--- config.mk ---
export PLATFORM = sky130hd
export DESIGN_NAME = noc_route_compute_unit
export DESIGN_NICKNAME = d
export VERILOG_FILES = /design/src/rtl/noc_rc_pkg.sv /design/src/rtl/noc_rc_div4.sv /design/src/rtl/noc_rc_route.sv /design/src/rtl/noc_rc_table.sv /design/src/rtl/noc_route_compute_unit.sv
export SDC_FILE = /design/constraint.sdc
export NUM_CORES = 1
export LEC_CHECK = 0
export BUFFER_PORTS_ARGS = -buffer_cell sky130_fd_sc_hd__clkbuf_2
export CAP_MARGIN = 15
export CELL_PAD_IN_SITES_DETAIL_PLACEMENT = 0
export CELL_PAD_IN_SITES_GLOBAL_PLACEMENT = 1
export CORE_MARGIN = 1.5
export CORE_UTILIZATION = 54
export DETAILED_ROUTE_END_ITERATION = 8
export GPL_TIMING_DRIVEN = 0
export PLACE_DENSITY_LB_ADDON = 0.1
export SYNTH_ARGS = -nofsm -noshare
export SYNTH_HDL_FRONTEND = slang
export SYNTH_SLANG_ARGS = --single-unit
--- constraint.sdc ---
create_clock -name clk_i -period 22.7 [get_ports clk_i]
set_input_delay 5.675 -clock clk_i [delete_from_list [all_inputs] [get_ports clk_i]]
set_output_delay 5.675 -clock clk_i [all_outputs]
set_load 0.1 [all_outputs]
--- src/rtl/noc_rc_pkg.sv ---
// ----------------------------------------------------------------------------
// noc_rc_pkg
// Shared types and codes of the route computation unit.
// ----------------------------------------------------------------------------
package noc_rc_pkg;

  typedef enum logic [1:0] {
    SCHEME_RING  = 2'd0,
    SCHEME_TWO   = 2'd1,
    SCHEME_MESH  = 2'd2,
    SCHEME_TORUS = 2'd3
  } scheme_e;

  // Register index (byte address divided by four)
  typedef enum logic [1:0] {
    REG_SCHEME = 2'd0,
    REG_OWN    = 2'd1,
    REG_GRID   = 2'd2,
    REG_RING   = 2'd3
  } reg_e;

  localparam logic [2:0] PORT_EJECT   = 3'd0;
  localparam logic [2:0] PORT_X_MINUS = 3'd1;
  localparam logic [2:0] PORT_X_PLUS  = 3'd2;
  localparam logic [2:0] PORT_Y_MINUS = 3'd3;
  localparam logic [2:0] PORT_Y_PLUS  = 3'd4;

  localparam logic OP_COMPUTE = 1'b0;
  localparam logic OP_LOOKUP  = 1'b1;

  // Live configuration as seen by the datapath (sizes already clamped)
  typedef struct packed {
    scheme_e    scheme;
    logic [7:0] own_node;
    logic [8:0] grid;
    logic [8:0] ring;
  } cfg_t;

  typedef struct packed {
    logic       op_mode;
    logic [2:0] in_channel;
    logic [7:0] dest_node;
    logic       is_response;
    logic       is_proc_request;
  } req_t;

  // First division: node number by the scheme's divisor
  typedef struct packed {
    logic [8:0] own_rem;
    logic [8:0] dest_rem;
    logic [7:0] own_quo;
    logic [7:0] dest_quo;
  } div_t;

  typedef struct packed {
    logic [2:0] port;
    logic [2:0] vc;
    logic       ok;
  } route_t;

  typedef struct packed {
    logic [2:0] egress_port;
    logic [2:0] out_vc;
    logic       entry_valid;
    logic       route_error;
    logic       none_valid;
  } result_t;

endpackage

--- src/rtl/noc_rc_div4.sv ---
// ----------------------------------------------------------------------------
// noc_rc_div4
// Four restoring division steps: takes four dividend bits, MSB first.
// ----------------------------------------------------------------------------
module noc_rc_div4 (
  input  logic [8:0] rem_i,
  input  logic [3:0] bits_i,
  input  logic [8:0] divisor_i,
  output logic [8:0] rem_o,
  output logic [3:0] quo_o
);

  always_comb begin
    logic [9:0] trial;
    logic [8:0] rem;
    rem   = rem_i;
    quo_o = '0;
    for (int k = 3; k >= 0; k--) begin
      trial = {rem, bits_i[k]};
      if (trial >= {1'b0, divisor_i}) begin
        rem      = 9'(trial - {1'b0, divisor_i});
        quo_o[k] = 1'b1;
      end else begin
        rem = trial[8:0];
      end
    end
    rem_o = rem;
  end

endmodule

--- src/rtl/noc_rc_route.sv ---
// ----------------------------------------------------------------------------
// noc_rc_route
// Route selection from the divided coordinates under the active scheme.
// ----------------------------------------------------------------------------
module noc_rc_route (
  input  noc_rc_pkg::cfg_t   cfg_i,
  input  noc_rc_pkg::req_t   req_i,
  input  noc_rc_pkg::div_t   div_i,
  input  logic [8:0]         own_rem_b_i,
  input  logic [8:0]         dest_rem_b_i,
  output noc_rc_pkg::route_t route_o
);

  // Shorter way round one dimension: 1 selects the minus port
  function automatic logic go_minus(logic [8:0] me, logic [8:0] dst, logic [8:0] size);
    logic [8:0] half;
    half = size >> 1;
    if (dst > me) return (dst - me) > half;
    return !((me - dst) > half);
  endfunction

  // Wrap mirror of a value already reduced modulo size
  function automatic logic [8:0] mirror(logic [8:0] xm, logic [8:0] size);
    return (xm == '0) ? '0 : size - xm;
  endfunction

  always_comb begin
    logic [8:0] own9;
    logic [8:0] dst9;
    logic [8:0] oq9;
    logic [8:0] dq9;
    logic       same_x;
    logic       same_xy;
    logic       cmp;
    own9    = {1'b0, cfg_i.own_node};
    dst9    = {1'b0, req_i.dest_node};
    oq9     = {1'b0, div_i.own_quo};
    dq9     = {1'b0, div_i.dest_quo};
    same_x  = div_i.own_rem == div_i.dest_rem;
    same_xy = same_x && (div_i.own_quo == div_i.dest_quo);
    cmp     = 1'b0;
    route_o = '{port: noc_rc_pkg::PORT_EJECT, vc: 3'd0, ok: 1'b1};

    unique case (cfg_i.scheme)
      noc_rc_pkg::SCHEME_RING: begin
        if (own9 != dst9) begin
          if (go_minus(own9, dst9, cfg_i.ring)) begin
            route_o.port = noc_rc_pkg::PORT_X_MINUS;
            cmp = mirror(div_i.dest_rem, cfg_i.ring) > mirror(div_i.own_rem, cfg_i.ring);
          end else begin
            route_o.port = noc_rc_pkg::PORT_X_PLUS;
            cmp = dst9 > own9;
          end
        end
        if (cmp) route_o.vc = req_i.is_proc_request ? 3'd2 : 3'd3;
        else     route_o.vc = req_i.is_proc_request ? 3'd0 : 3'd1;
      end
      noc_rc_pkg::SCHEME_TWO: begin
        route_o.vc = req_i.is_proc_request ? 3'd0 : 3'd1;
        if (cfg_i.own_node == 8'd0) begin
          if (req_i.dest_node == 8'd1) route_o.port = noc_rc_pkg::PORT_X_MINUS;
        end else if (cfg_i.own_node == 8'd1) begin
          if (req_i.dest_node == 8'd0) route_o.port = noc_rc_pkg::PORT_X_MINUS;
        end else begin
          route_o.ok = 1'b0;
        end
      end
      noc_rc_pkg::SCHEME_MESH: begin
        if (same_xy)     route_o.port = noc_rc_pkg::PORT_EJECT;
        else if (same_x) route_o.port = (dq9 < oq9) ? noc_rc_pkg::PORT_Y_MINUS
                                                    : noc_rc_pkg::PORT_Y_PLUS;
        else             route_o.port = (div_i.dest_rem < div_i.own_rem)
                                        ? noc_rc_pkg::PORT_X_MINUS
                                        : noc_rc_pkg::PORT_X_PLUS;
      end
      noc_rc_pkg::SCHEME_TORUS: begin
        if (same_xy) begin
          route_o.vc = req_i.is_response ? 3'd1 : 3'd0;
        end else if (same_x) begin
          if (go_minus(oq9, dq9, cfg_i.grid)) begin
            route_o.port = noc_rc_pkg::PORT_Y_MINUS;
            cmp = mirror(dest_rem_b_i, cfg_i.grid) > mirror(own_rem_b_i, cfg_i.grid);
          end else begin
            route_o.port = noc_rc_pkg::PORT_Y_PLUS;
            cmp = dq9 > oq9;
          end
          if (cmp) route_o.vc = req_i.is_response ? 3'd3 : 3'd4;
          else     route_o.vc = req_i.is_response ? 3'd1 : 3'd0;
        end else begin
          if (go_minus(div_i.own_rem, div_i.dest_rem, cfg_i.grid)) begin
            route_o.port = noc_rc_pkg::PORT_X_MINUS;
            cmp = mirror(div_i.dest_rem, cfg_i.grid) > mirror(div_i.own_rem, cfg_i.grid);
          end else begin
            route_o.port = noc_rc_pkg::PORT_X_PLUS;
            cmp = div_i.dest_rem > div_i.own_rem;
          end
          if (cmp) route_o.vc = req_i.is_response ? 3'd3 : 3'd2;
          else     route_o.vc = req_i.is_response ? 3'd1 : 3'd0;
        end
      end
      default: route_o.ok = 1'b0;
    endcase
  end

endmodule

--- src/rtl/noc_rc_table.sv ---
// ----------------------------------------------------------------------------
// noc_rc_table
// Per-VC route entries: write on compute, read on lookup, any-valid flag.
// ----------------------------------------------------------------------------
module noc_rc_table #(
  parameter int NUM_VCS = 8
) (
  input  logic                clk_i,
  input  logic                rst_ni,
  input  logic                commit_i,
  input  noc_rc_pkg::req_t    req_i,
  input  noc_rc_pkg::route_t  route_i,
  output noc_rc_pkg::result_t result_o
);

  localparam int IdxW = (NUM_VCS > 1) ? $clog2(NUM_VCS) : 1;

  logic [2:0]         port_q [NUM_VCS];
  logic [2:0]         vc_q   [NUM_VCS];
  logic [NUM_VCS-1:0] valid_q;

  logic            in_range;
  logic            wr;
  logic [IdxW-1:0] idx;

  assign in_range = int'(req_i.in_channel) < NUM_VCS;
  assign idx      = IdxW'(req_i.in_channel);
  assign wr       = in_range && (req_i.op_mode == noc_rc_pkg::OP_COMPUTE) && route_i.ok;

  always_comb begin
    result_o            = '0;
    result_o.none_valid = ~|valid_q;
    if (!in_range) begin
      result_o.route_error = 1'b1;
    end else if (wr) begin
      result_o.egress_port = route_i.port;
      result_o.out_vc      = route_i.vc;
      result_o.entry_valid = 1'b1;
      result_o.none_valid  = 1'b0;
    end else begin
      result_o.egress_port = port_q[idx];
      result_o.out_vc      = vc_q[idx];
      result_o.entry_valid = valid_q[idx];
      result_o.route_error = (req_i.op_mode == noc_rc_pkg::OP_COMPUTE);
    end
  end

  always_ff @(posedge clk_i or negedge rst_ni) begin
    if (!rst_ni) begin
      valid_q <= '0;
      for (int i = 0; i < NUM_VCS; i++) begin
        port_q[i] <= '0;
        vc_q[i]   <= '0;
      end
    end else if (commit_i && wr) begin
      port_q[idx]  <= route_i.port;
      vc_q[idx]    <= route_i.vc;
      valid_q[idx] <= 1'b1;
    end
  end

endmodule

--- src/rtl/noc_route_compute_unit.sv ---
// ----------------------------------------------------------------------------
// noc_route_compute_unit
// Route computation for one router: per-VC route entries, four schemes.
// ----------------------------------------------------------------------------
//  channel   direction  handshake                  moves
//  request   in         in_valid_i / in_stall_o    compute or lookup request
//  result    out        out_valid_o / out_stall_i  port, VC and status flags
//  config    in         APB (psel..pready)         routing registers
//
//  One request per cycle while in_stall_o is low; each result passes all stages.
//  Stages: two for node / divisor, two for row / grid (torus mirror), one for
//  route selection and the entry write into the output register.
//  Every stage holds under stall and fills its bubble; entries are cleared
//  by reset.
// ----------------------------------------------------------------------------
module noc_route_compute_unit #(
  parameter int NUM_VCS   = 8,
  parameter int MAX_NODES = 256
) (
  input  logic        clk_i,
  input  logic        rst_ni,
  // APB configuration
  input  logic        psel,
  input  logic        penable,
  input  logic        pwrite,
  input  logic [3:0]  paddr,
  input  logic [31:0] pwdata,
  output logic [31:0] prdata,
  output logic        pready,
  // requests
  input  logic        in_valid_i,
  output logic        in_stall_o,
  input  logic        op_mode_i,
  input  logic [2:0]  in_channel_i,
  input  logic [7:0]  dest_node_i,
  input  logic        is_response_i,
  input  logic        is_proc_request_i,
  // results
  output logic        out_valid_o,
  input  logic        out_stall_i,
  output logic [2:0]  egress_port_o,
  output logic [2:0]  out_vc_o,
  output logic        entry_valid_o,
  output logic        route_error_o,
  output logic        none_valid_o
);

  localparam logic [10:0] MaxNodes = 11'(MAX_NODES);

  typedef struct packed {
    noc_rc_pkg::req_t req;
    logic [8:0]       own_rem;
    logic [8:0]       dest_rem;
    logic [3:0]       own_qh;
    logic [3:0]       dest_qh;
  } stage_a_t;

  typedef struct packed {
    noc_rc_pkg::req_t req;
    noc_rc_pkg::div_t div;
  } stage_q_t;

  typedef struct packed {
    noc_rc_pkg::req_t req;
    noc_rc_pkg::div_t div;
    logic [8:0]       own_rem_b;
    logic [8:0]       dest_rem_b;
  } stage_b_t;

  // ---------------------------------------------------------------- config
  noc_rc_pkg::scheme_e scheme_q;
  logic [7:0]          own_q;
  logic [4:0]          grid_q;
  logic [8:0]          ring_q;
  logic                cfg_wr;
  noc_rc_pkg::cfg_t    cfg;
  logic [8:0]          ring_min;
  logic [8:0]          div_a;

  assign pready = 1'b1;
  assign cfg_wr = psel && penable && pwrite;

  always_ff @(posedge clk_i or negedge rst_ni) begin
    if (!rst_ni) begin
      scheme_q <= noc_rc_pkg::SCHEME_MESH;
      own_q    <= 8'd0;
      grid_q   <= 5'd4;
      ring_q   <= 9'd4;
    end else if (cfg_wr) begin
      unique case (paddr[3:2])
        noc_rc_pkg::REG_SCHEME: scheme_q <= noc_rc_pkg::scheme_e'(pwdata[1:0]);
        noc_rc_pkg::REG_OWN:    own_q    <= pwdata[7:0];
        noc_rc_pkg::REG_GRID:   grid_q   <= pwdata[4:0];
        noc_rc_pkg::REG_RING:   ring_q   <= pwdata[8:0];
        default:                ;
      endcase
    end
  end

  always_comb begin
    unique case (paddr[3:2])
      noc_rc_pkg::REG_SCHEME: prdata = {30'd0, scheme_q};
      noc_rc_pkg::REG_OWN:    prdata = {24'd0, own_q};
      noc_rc_pkg::REG_GRID:   prdata = {27'd0, grid_q};
      noc_rc_pkg::REG_RING:   prdata = {23'd0, ring_q};
      default:                prdata = '0;
    endcase
  end

  // zero size counts as one; ring saturates at the node limit
  assign ring_min = (ring_q == '0) ? 9'd1 : ring_q;
  assign cfg.scheme   = scheme_q;
  assign cfg.own_node = own_q;
  assign cfg.grid     = (grid_q == '0) ? 9'd1 : {4'd0, grid_q};
  assign cfg.ring     = ({2'b00, ring_min} > MaxNodes) ? MaxNodes[8:0] : ring_min;
  assign div_a        = (scheme_q == noc_rc_pkg::SCHEME_RING) ? cfg.ring : cfg.grid;

  // ---------------------------------------------------------------- flow
  logic     v1_q, v2_q, v3_q, v4_q, out_valid_q;
  logic     ld1, ld2, ld3, ld4, ld_out;
  stage_a_t st1_d, st1_q;
  stage_q_t st2_d, st2_q;
  stage_b_t st3_d, st3_q, st4_d, st4_q;
  logic [3:0] own_ql, dest_ql;
  noc_rc_pkg::route_t  route;
  noc_rc_pkg::result_t res_d, res_q;

  assign ld_out     = !out_valid_q || !out_stall_i;
  assign ld4        = !v4_q || ld_out;
  assign ld3        = !v3_q || ld4;
  assign ld2        = !v2_q || ld3;
  assign ld1        = !v1_q || ld2;
  assign in_stall_o = !ld1;

  always_ff @(posedge clk_i or negedge rst_ni) begin
    if (!rst_ni) begin
      v1_q        <= 1'b0;
      v2_q        <= 1'b0;
      v3_q        <= 1'b0;
      v4_q        <= 1'b0;
      out_valid_q <= 1'b0;
    end else begin
      if (ld1)    v1_q        <= in_valid_i;
      if (ld2)    v2_q        <= v1_q;
      if (ld3)    v3_q        <= v2_q;
      if (ld4)    v4_q        <= v3_q;
      if (ld_out) out_valid_q <= v4_q;
    end
  end

  always_ff @(posedge clk_i) begin
    if (ld1)    st1_q <= st1_d;
    if (ld2)    st2_q <= st2_d;
    if (ld3)    st3_q <= st3_d;
    if (ld4)    st4_q <= st4_d;
    if (ld_out) res_q <= res_d;
  end

  // stage 1: high nibble of node / divisor
  assign st1_d.req = '{op_mode: op_mode_i, in_channel: in_channel_i,
                       dest_node: dest_node_i, is_response: is_response_i,
                       is_proc_request: is_proc_request_i};

  noc_rc_div4 u_div_a_hi_own (
    .rem_i(9'd0), .bits_i(own_q[7:4]), .divisor_i(div_a),
    .rem_o(st1_d.own_rem), .quo_o(st1_d.own_qh)
  );
  noc_rc_div4 u_div_a_hi_dst (
    .rem_i(9'd0), .bits_i(dest_node_i[7:4]), .divisor_i(div_a),
    .rem_o(st1_d.dest_rem), .quo_o(st1_d.dest_qh)
  );

  // stage 2: low nibble
  noc_rc_div4 u_div_a_lo_own (
    .rem_i(st1_q.own_rem), .bits_i(own_q[3:0]), .divisor_i(div_a),
    .rem_o(st2_d.div.own_rem), .quo_o(own_ql)
  );
  noc_rc_div4 u_div_a_lo_dst (
    .rem_i(st1_q.dest_rem), .bits_i(st1_q.req.dest_node[3:0]), .divisor_i(div_a),
    .rem_o(st2_d.div.dest_rem), .quo_o(dest_ql)
  );
  assign st2_d.req          = st1_q.req;
  assign st2_d.div.own_quo  = {st1_q.own_qh, own_ql};
  assign st2_d.div.dest_quo = {st1_q.dest_qh, dest_ql};

  // stages 3 and 4: row number modulo grid, for the torus Y mirror
  assign st3_d.req = st2_q.req;
  assign st3_d.div = st2_q.div;
  noc_rc_div4 u_div_b_hi_own (
    .rem_i(9'd0), .bits_i(st2_q.div.own_quo[7:4]), .divisor_i(cfg.grid),
    .rem_o(st3_d.own_rem_b), .quo_o()
  );
  noc_rc_div4 u_div_b_hi_dst (
    .rem_i(9'd0), .bits_i(st2_q.div.dest_quo[7:4]), .divisor_i(cfg.grid),
    .rem_o(st3_d.dest_rem_b), .quo_o()
  );

  assign st4_d.req = st3_q.req;
  assign st4_d.div = st3_q.div;
  noc_rc_div4 u_div_b_lo_own (
    .rem_i(st3_q.own_rem_b), .bits_i(st3_q.div.own_quo[3:0]), .divisor_i(cfg.grid),
    .rem_o(st4_d.own_rem_b), .quo_o()
  );
  noc_rc_div4 u_div_b_lo_dst (
    .rem_i(st3_q.dest_rem_b), .bits_i(st3_q.div.dest_quo[3:0]), .divisor_i(cfg.grid),
    .rem_o(st4_d.dest_rem_b), .quo_o()
  );

  // stage 5: route selection, entry update, result register
  noc_rc_route u_route (
    .cfg_i(cfg), .req_i(st4_q.req), .div_i(st4_q.div),
    .own_rem_b_i(st4_q.own_rem_b), .dest_rem_b_i(st4_q.dest_rem_b),
    .route_o(route)
  );

  noc_rc_table #(.NUM_VCS(NUM_VCS)) u_table (
    .clk_i(clk_i), .rst_ni(rst_ni),
    .commit_i(v4_q && ld_out),
    .req_i(st4_q.req), .route_i(route),
    .result_o(res_d)
  );

  assign out_valid_o   = out_valid_q;
  assign egress_port_o = res_q.egress_port;
  assign out_vc_o      = res_q.out_vc;
  assign entry_valid_o = res_q.entry_valid;
  assign route_error_o = res_q.route_error;
  assign none_valid_o  = res_q.none_valid;

endmodule

# Yosys cells after proc, flatten, opt, wreduce, memory -nomap -nowiden
# Cells that the tools add are included.
# classes
addsub,44
mul,0
n_div,0
magnitude_cmp,51
eq_ne,11
shift,0
mux,138
bitwise,3
reduce_logical,39
# op_table
operator,n
two-way mux 9 bit,41
subtractor 9 bit,18
>= comparator 10 x 5 -> 1 bit,14
>= comparator 10 x 9 -> 1 bit,14
case mux 32 bit (4 select lines),1
subtractor 9 x 5 -> 9 bit,14
two-way mux 1 bit,64
two-way mux 3 bit,17
bitwise mux 24 bit,2
logical NOT 9 bit,5
> comparator 9 x 4 -> 1 bit,4
> comparator 9 bit,4
subtractor 5 x 9 -> 9 bit,4
subtractor 8 x 8 -> 9 bit,4
binary-select mux 3 bit (select 3 bit),2
>= comparator 1 x 9 -> 1 bit,2
> comparator 9 x 8 -> 1 bit,2
subtractor 1 x 9 -> 9 bit,2
equality test 8 x 1 -> 1 bit (second input constant),2
> comparator 8 bit,2
logical NOT 8 bit,2
case mux 3 bit (4 select lines),1
subtractor 1 x 5 -> 6 bit,2
logical NOT 1 bit,11
other kinds (30),52
# totals
register_bits,314
latchBits,0
ramBits,0
romBits,0
inputBits,57
output_inout_bits,44
wordCells,357
n_memories,0

# Longest topological paths before layout
# Gate-level depths: netlist (run 1).
# depth
word_depth,18
depth_mapped,46
mapped_depth_nobuf,44

# Cells and area by module
# From an unflattened synthesis (run 1), not the netlist that was laid out.
# unflattened
cells_unflattened,3480
hier_area_um2,33169.3
# modules_own_cells
module,n_inst,cells_per_inst,area_per_inst_um2,seq_area_each_um2
noc_route_compute_unit,1,380,8600.7,7606.0
noc_rc_div4 at u_div_a_hi_dst ...,4,260,1970.6,0.0
noc_rc_route,1,838,6222.2,0.0
noc_rc_div4 at u_div_a_lo_own ...,3,251,1928.1,0.0
noc_rc_table,1,215,2717.6,1401.3
noc_rc_div4 at u_div_b_lo_dst,1,254,1961.9,0.0

# Worst setup path before layout (run 1)
# No wires, ideal clock.
# synth_path
kind,input -> output
from,input out_stall_i
to,output in_stall_o
arrival_ns,10.024
required_ns,17.025
slack_ns,7.001
stages,4
n_path_buf,0
path_cell_list,nand3_1 nor2_1 nand3_1 inv_1
# synth_between
elab_chain_len,7
# synth_lines
item,line,text
"start, declared",noc_route_compute_unit.sv:40,"input logic out_stall_i,"
logical NOT 1 bit,noc_route_compute_unit.sv:128,assign ld_out = !out_valid_q || !out_stall_i;
logical OR 1 bit,noc_route_compute_unit.sv:128,
logical OR 1 bit,noc_route_compute_unit.sv:129,assign ld4 = !v4_q || ld_out;
logical OR 1 bit,noc_route_compute_unit.sv:130,assign ld3 = !v3_q || ld4;
logical OR 1 bit,noc_route_compute_unit.sv:131,assign ld2 = !v2_q || ld3;
logical OR 1 bit,noc_route_compute_unit.sv:132,assign ld1 = !v1_q || ld2;
logical NOT 1 bit,noc_route_compute_unit.sv:133,assign in_stall_o = !ld1;
"end, declared",noc_route_compute_unit.sv:32,"output logic in_stall_o,"
# No other way between the ends.

==> summary by stage, run 1 <==
Status
The flow ran to the end, and the final reports show no timing, DRC or antenna violations.

Detailed routing
In the routed design, unresolved DRC markers number 0. After detailed routing, the average wire length per cell comes to approximately 20 um. The post-detailed-route count of antenna-violating nets is 0. Summed over all layers, the routed wires come to 78200 um. In the routed layout, each cell is associated on average with a via count of between 6 and 7.

Before antenna repair, the detailed router went through 7 iterations. The final route contains 23.8k vias. After the first detailed-routing iteration, the DRC count stood at 1943.

Timing
The setup skew after layout is 0.0211 ns. The relative slew slack is a little under a fifth. Derived from the worst setup path, the maximum achievable clock frequency is a little over 70 MHz. The number of setup violations in the final report is 0. Setup repair after global routing left no endpoint under its margin. The post-route fraction of the period consumed by the critical path is 60.7%. The final worst-path setup slack is 8.91 ns. The time the worst path needs with I/O delays and setup is 13.79 ns. For the pin with the worst max-slew slack, the measured transition is 1.21 ns. The total count of hold-check failures in the final report was 0. The setup total negative slack is 0 ns. The number of max-slew violations in the final report was 0. The worst-case hold slack is approximately 0.41 ns.

Floorplanning
In this run the standard cell core region covers 52700 um^2. The die covers 54800 um^2. The number of top-level pins is just over 100. After floorplanning, the core was divided into 84 placement rows. The die width is 234 um.

The die height is 234 um. Once the floorplan was initialized, standard cells occupied 54.8% of the core.

Finish
The count of placed standard cells in the final layout, fillers left out is 3942. Of the cells placed in the final design, the portion with a size suffix greater than 1 is about a tenth. In the layout the commonest cells are 335 x sky130_fd_sc_hd__ha_1, 257 x sky130_fd_sc_hd__inv_1, 229 x sky130_fd_sc_hd__nand2_1, 229 x sky130_fd_sc_hd__edfxtp_1, 202 x sky130_fd_sc_hd__nor2_1.

At the end of the flow, the number of nets in the layout was roughly 3.7k. The synthesis-to-finish area growth is 9.27%. The layout has 4530 filler cells. The most common cell after layout, fill and taps aside is sky130_fd_sc_hd__ha_1.

Yosys
The count of different cell masters after synthesis is 103. In the post-synthesis netlist, the biggest area contributors are sky130_fd_sc_hd__edfxtp_1 24%, sky130_fd_sc_hd__ha_1 15%, sky130_fd_sc_hd__dfrtp_1 7.1%. The largest total area in the synthesized netlist belongs to sky130_fd_sc_hd__edfxtp_1. In the synthesized netlist the async set-or-reset flop fraction comes to 27.1%.

Counting flops with a built-in enable in the synthesized netlist gives 229. The area share of the largest cell type after synthesis is 23.8%. The post-synthesis sequential area ratio is 31.2%. In the synthesized netlist the dominant register cell turns out to be sky130_fd_sc_hd__edfxtp_1. In the synthesized netlist, the number of instances is about 3.1k. The synthesized design contains roughly 310 register bits.

The average instance in the mapped netlist occupies 9.30 um^2. The mapped netlist covers just under 30000 um^2. During synthesis, Yosys emitted a total of 0 warnings.

Placement
Detailed placement finished with a half-perimeter wire length of 60900 um. Once placement completed, the tool counted placed cells totaling 3870. The count of buffers added on input and output ports is 51. The routability-driven placement congestion ratio is 0.902. The pre-CTS worst setup slack is ~8.4 ns.

Clock tree
The clock net sink count is 314. In this run, CTS created clock tree buffers numbering 38. Buffers added to address setup during post-CTS repair amount to 0.

The clock latency on the worst-skew pair is 0.57 ns. The clock tree root buffer cell is sky130_fd_sc_hd__clkbuf_16. Counting along the longest clock path gives a buffer depth of 3. TritonCTS built the clock tree. The depth of the CTS H-tree is 2.

The number of buffers added to fix hold violations after cts is 0. The clock-pin transition on the worst setup and hold timing paths is around 0.06 ns. The number of gates resized after CTS was 0.

Global route
The number of global-route vias before repair is 22.8k. Global routing used 28.6% of the available tracks. The first global-routing pass estimated between 100000 and 150000 um of wire. The met1 usage in global routing is 40.2%. In the global route stage, met2 resource usage came out at 45.9%.

The number of antenna violations at the first check in global routing is 5. Entering global routing, the biggest net connects 62 pins. Global routing finished with a remaining overflow of 0. The busiest layer in global routing is met2. In the global route stage, met3 resource usage came out at ~3.7%.

Setup path
STA classifies the critical path startpoint as an input port. STA puts the critical path data arrival time at around 14 ns. The most critical setup path has its startpoint at dest_node_i[7].

The reg-to-reg critical path startpoint is grid_q[4]. Data on the critical path is required at its endpoint by ~23 ns. The start-to-end type of the worst setup path is in2reg. The maximum fanout encountered on the critical timing path is 9.

The kind of cell with the highest combined delay along the critical path is compound AO/OA/AOI/OAI gates. The cell with the largest stage delay on the worst path is sky130_fd_sc_hd__a21boi_1. Among the stages of the critical path, the cell type that occurs most often is sky130_fd_sc_hd__o21ai_0. The largest single stage delay on the critical path is roughly 0.53 ns. The worst setup path is captured at a flop.

The combined buffer and inverter count along the critical path is 5.

Min path
The worst min-delay path class is reg2reg. The source of the worst hold timing path is st3_q[32].

Flow run
Max-cap violations in this run came to 0.
worst reg2reg max path, delay by kind of cell, from the launching register on:
kind | cells | cell delay [ns]
compound gates | 17 | 4.69
xor+xnor | 1 | 0.20
fa+ha+maj | 5 | 1.63
buf+inv | 6 | 1.34
flops | 1 | 0.70
mux | 2 | 0.76
simple gates | 12 | 3.90
final timing paths:
check | end | slack (ns) | cells after the start
min in group asynchronous | own_q[2] | 5.09 | 1
max in group asynchronous | u_table.port_q[7] | 16.97 | 2
worst min-delay path | st4_q[32] | 0.41 | 0
worst max register to register | st2_q[27] | 9.21 | 43
worst min register to register | st4_q[32] | 0.41 | 0
worst max-delay path | st1_q[11] | 8.91 | 34
cells in the mapped netlist (9+ instances only):
library cell and number:
sky130_fd_sc_hd__a211oi_1 14, sky130_fd_sc_hd__a21boi_0 24, sky130_fd_sc_hd__a21o_1 113, sky130_fd_sc_hd__a21oi_1 182
sky130_fd_sc_hd__a221oi_1 9, sky130_fd_sc_hd__a31oi_1 30, sky130_fd_sc_hd__and2_1 20, sky130_fd_sc_hd__and3_1 34
sky130_fd_sc_hd__buf_4 25, sky130_fd_sc_hd__clkbuf_1 49, sky130_fd_sc_hd__dfrtp_1 82, sky130_fd_sc_hd__edfxtp_1 229
sky130_fd_sc_hd__fa_1 40, sky130_fd_sc_hd__ha_1 335, sky130_fd_sc_hd__inv_1 259, sky130_fd_sc_hd__maj3_1 10
sky130_fd_sc_hd__mux2_2 101, sky130_fd_sc_hd__mux2i_1 50, sky130_fd_sc_hd__mux4_2 12, sky130_fd_sc_hd__nand2_1 230
sky130_fd_sc_hd__nand2b_1 56, sky130_fd_sc_hd__nand3_1 52, sky130_fd_sc_hd__nand4_1 44, sky130_fd_sc_hd__nor2_1 202
sky130_fd_sc_hd__nor2b_1 86, sky130_fd_sc_hd__nor3_1 58, sky130_fd_sc_hd__nor3b_1 11, sky130_fd_sc_hd__nor4_1 22
sky130_fd_sc_hd__o211a_1 12, sky130_fd_sc_hd__o211ai_1 12, sky130_fd_sc_hd__o21a_1 53, sky130_fd_sc_hd__o21ai_0 198
sky130_fd_sc_hd__o21bai_1 15, sky130_fd_sc_hd__o31ai_1 18, sky130_fd_sc_hd__or2_2 22, sky130_fd_sc_hd__or3_1 19
sky130_fd_sc_hd__or4_1 9, sky130_fd_sc_hd__xnor2_1 115, sky130_fd_sc_hd__xor2_1 71
metrics by stage:
step           util [%]  cell area [um^2]
2_1_floorplan         -             28900
3_3_place_gp       57.1             30100
3_5_place_dp       57.4             30200
6_report           59.9             31500
5_1_grt            59.9             31500
4_1_cts            59.8             31500
registers in the layout, indices dropped and copies added (netlist names), 2 cells and up:
signal           cells
u_table.valid_q      8
grid_q               5
st2_q               48
ring_q               9
out_vc_o             3
own_q                8
scheme_q             2
st3_q               66
egress_port_o        3
u_table.vc_q        24
u_table.port_q      24
st4_q               66
st1_q               40
logic make-up (layout without fill, tap and decap cells):
kind of cell	after synthesis	after routing	synth area share, %
AND/OR/NAND/NOR	903	903	15.8
other	2	25	0.0260
flip-flops	314	314	31.2
multiplexers	164	164	6.65
adder cells (fa/ha/maj)	385	385	17.6
XOR/XNOR	186	186	5.65
AO/OA/AOI/OAI	795	795	18.0
buffers and inverters	353	482	4.95
layout make-up:
| class | count | area, um^2 | area share (%) |
|---|---|---|---|
| Sequential cell | 314 | 9010 | 28.6 |
| Inverter | 265 | 997 | 3.16 |
| Timing Repair Buffer | 59 | 430 | 1.36 |
| Tap cell | 688 | 861 | 2.73 |
| Antenna cell | 1 | 2.50 | 0.00794 |
| Clock buffer | 44 | 983 | 3.12 |
| Clock inverter | 26 | 283 | 0.897 |
| Buffer | 88 | 435 | 1.38 |
| Multi-Input combinational cell | 2457 | 18500 | 58.8 |
metal layers:
layer,share of wire [%],vias to the layer above
li1,-,11520
met1,46,11449
met2,45,666
met3,6.2,122
met4,2.8,2
met5,0.018,-
Power of run 1 is not shown: default switching activity piles up to over one toggle a cycle in this logic, so the estimate is an artifact.
==> inputs of run 2 (changes only) <==
--- a/config.mk
+++ b/config.mk
@@ -10,7 +10,7 @@
 export CELL_PAD_IN_SITES_DETAIL_PLACEMENT = 0
 export CELL_PAD_IN_SITES_GLOBAL_PLACEMENT = 1
 export CORE_MARGIN = 1.5
-export CORE_UTILIZATION = 54
+export CORE_UTILIZATION = 50
 export DETAILED_ROUTE_END_ITERATION = 8
 export GPL_TIMING_DRIVEN = 0
 export PLACE_DENSITY_LB_ADDON = 0.1
==> constraint.sdc (replaced) <==
create_clock -name clk_i -period 13.35 [get_ports clk_i]
set_input_delay 3.3375 -clock clk_i [delete_from_list [all_inputs] [get_ports clk_i]]
set_output_delay 3.3375 -clock clk_i [all_outputs]
set_load 0.1 [all_outputs]
==> summary by stage, run 2 (same netlist as run 1, synthesis figures left out) <==
Finish
After routing the design area is 31600 um^2. The core utilization of the finished layout is a little under three fifths. Compared with the post-synthesis result, the final layout area differs by 9.60%. Leaving out fill and tap cells, the most frequent cell in the layout is sky130_fd_sc_hd__ha_1. Cells with a size suffix above 1 make up 10.2% of the layout. The net total in the final layout is 3657. In the final layout, the registers with the most flip-flops are st3_q (66), st4_q (66), st2_q (48).

In the layout the commonest cells are 335 x sky130_fd_sc_hd__ha_1, 257 x sky130_fd_sc_hd__inv_1, 229 x sky130_fd_sc_hd__nand2_1, 229 x sky130_fd_sc_hd__edfxtp_1, 202 x sky130_fd_sc_hd__nor2_1.

Timing
The post-route fraction of the period consumed by the critical path is 93.3%. Setup repair after global routing left no endpoint under its margin. Static timing analysis puts the maximum clock frequency at between 80 and 90 MHz.

The number of max-slew violations in the final report is 0. The clock arrives with 0.0133 ns of skew. Headroom to the max-slew limit came out at 15.7%. Setup violations remaining at the end of the flow were counted as 0.

The time the worst path needs with I/O delays and setup is 12.45 ns. At the pin with the least slew margin, the transition time is 1.26 ns. The total count of hold-check failures in the final report is 0. The final worst-path setup slack is 0.899 ns.

Floorplanning
The floorplan step defined a die boundary enclosing 59200 um^2. The number of top-level pins is between 100 and 150. The die is 243 um tall. Once the floorplan was initialized, standard cells occupied 50.9% of the core. The die width is between 200 and 250 um. The core region is 56700 um^2.

The floorplan has 87 rows.

Detailed routing
The number of remaining DRC errors is 0. The routed design has around 80000 um of wire. The detail-routed net length per standard cell is 20.1 um.

The count of nets left with antenna violations once routing finished came out at 0. Before antenna repair, the detailed router went through 5 iterations. The via count is around 24k. After the first detailed-routing iteration, the DRC count stood at 1603. Dividing the detail-routed via count by the number of cells gives 5.91.

Placement
The routability-driven placement congestion ratio is around 0.91. The port buffer count is 51. The pre-CTS worst setup slack is -0.0499 ns. Once detailed placement completed, the half-perimeter wirelength came to 62400 um. Once placement finished, the instance area stood at 30300 um^2.

Setup path
Among cell families on the critical path, the largest total delay comes from compound AO/OA/AOI/OAI gates. The worst setup path is launched from a flop. Data on the critical path is required at its endpoint by 13.65 ns. The worst setup path is captured at a flop. The cell repeated most along the worst path is sky130_fd_sc_hd__o21ai_0. Of all nets on the critical path, the largest fanout is 13. The slowest stage of the critical path is the sky130_fd_sc_hd__or4_1 cell.

On the worst path, the slowest cell contributes a delay of 0.57 ns. At the worst endpoint, the arrival time is roughly 13 ns. The start-to-end type of the worst setup path is reg2reg.

The combined buffer and inverter count along the critical path is 7.

Clock tree
The clock latency on the worst-skew pair is 0.56 ns. The depth of the CTS H-tree is 2. The buffer levels on the longest clock path is 3.

After clock tree synthesis, the setup repair step added 0 buffers. Clock-pin slew was measured on the worst setup and hold paths at 0.06 ns. The tree built by TritonCTS fans out to 314 sinks. The TritonCTS clock tree is built. The number of buffers inserted during clock tree synthesis is 39. The tree is rooted in a sky130_fd_sc_hd__clkbuf_16.

Global route
The global routing usage summed across all routing layers is 27.2%. The first global-routing pass estimated roughly 130000 um of wire. The number of antenna violations at the first check in global routing is 5. The maximum number of pins on one net before global-route repair is 62.

After global routing the overflow that remains totals 0. The number of global-route vias before repair is 23.1k.

Status
The flow ran to the end, and the final reports show no timing, DRC or antenna violations.

Min path
The worst min-delay path class is reg2reg.

Flow run
The total of max-cap violations is 0.
## run 2: changes by cell type in the layout (fill, tap and decap cells not counted), moves of 2 or more
cell | previous run | this run
sky130_fd_sc_hd__inv_4 | 1 | 3
sky130_fd_sc_hd__clkbuf_1 | 53 | 57
sky130_fd_sc_hd__clkinv_4 | 3 | 1
sky130_fd_sc_hd__clkbuf_8 | 1 | 4
sky130_fd_sc_hd__clkbuf_16 | 38 | 40
sky130_fd_sc_hd__bufinv_16 | 4 | 2
sky130_fd_sc_hd__clkinvlp_4 | 4 | 0
sky130_fd_sc_hd__clkinv_2 | 6 | 9
sky130_fd_sc_hd__buf_12 | 3 | 1
sky130_fd_sc_hd__inv_6 | 6 | 3
## run 2: area by class of cell
class / instances / area (um^2)
multi-input combinational: 2457 / 18600
timing repair buffer: 60 / 434
clock buffer: 53 / 1090
antenna: 2 / 5.00
inverter: 265 / 998
clock inverter: 18 / 155
sequential: 314 / 9010
tap: 756 / 946
fill: 5086 / 25100
buffer: 88 / 435
## run 2: metrics by stage
stage,instances,setup TNS [ns],hold slack [ns]
floorplan,3124,0,0.400
global placement,3931,-18.65,0.401
detailed placement,3937,-0.258,0.405
CTS,4008,0,0.416
global route,4012,0,0.421
finish,4013,0,0.417
## run 2: final timing paths
check                               start  slack [ns]  depth (start not counted)            endpoint
max in group asynchronous          rst_ni        9.96                          2  u_table.port_q[21]
worst min-delay path            st2_q[29]        0.42                          0           st3_q[47]
worst min register to register  st2_q[29]        0.42                          0           st3_q[47]
worst max-delay path            ring_q[4]        0.90                         43           st2_q[32]
min in group asynchronous          rst_ni        2.76                          1            own_q[6]
worst max register to register  ring_q[4]        0.90                         43           st2_q[32]
## run 2: repair_timing
| item | 4_1_cts | 5_1_grt |
|---|---|---|
| gates resized for setup | 1 | 3 |
| hold buffers | 0 | 0 |
| cloned | 0 | 0 |
| endpoints found under the setup margin | 6 | 7 |
| pin swaps | 0 | 1 |
## run 2: worst reg2reg max path, delay by kind of cell, from the launching register on
| kind | cells | cell delay (ns) |
|---|---|---|
| AOI/OAI and AO/OA | 18 | 5.10 |
| and+or+nand+nor | 10 | 2.56 |
| adders and majority gates | 5 | 1.66 |
| buffers and inverters | 7 | 1.55 |
| muxes | 2 | 0.74 |
| DFF | 1 | 0.35 |
| xor gates and xnor gates | 1 | 0.22 |
## run 2: metal layers
metal	track usage (%)	up-vias	wire, um
met5	0	-	27
met2	43.4	570	35700
met4	7.42	4	1930
met3	3.22	123	3990
li1	-	11516	-
met1	38.8	11504	38900
Power of run 2 is left out for the same reason.
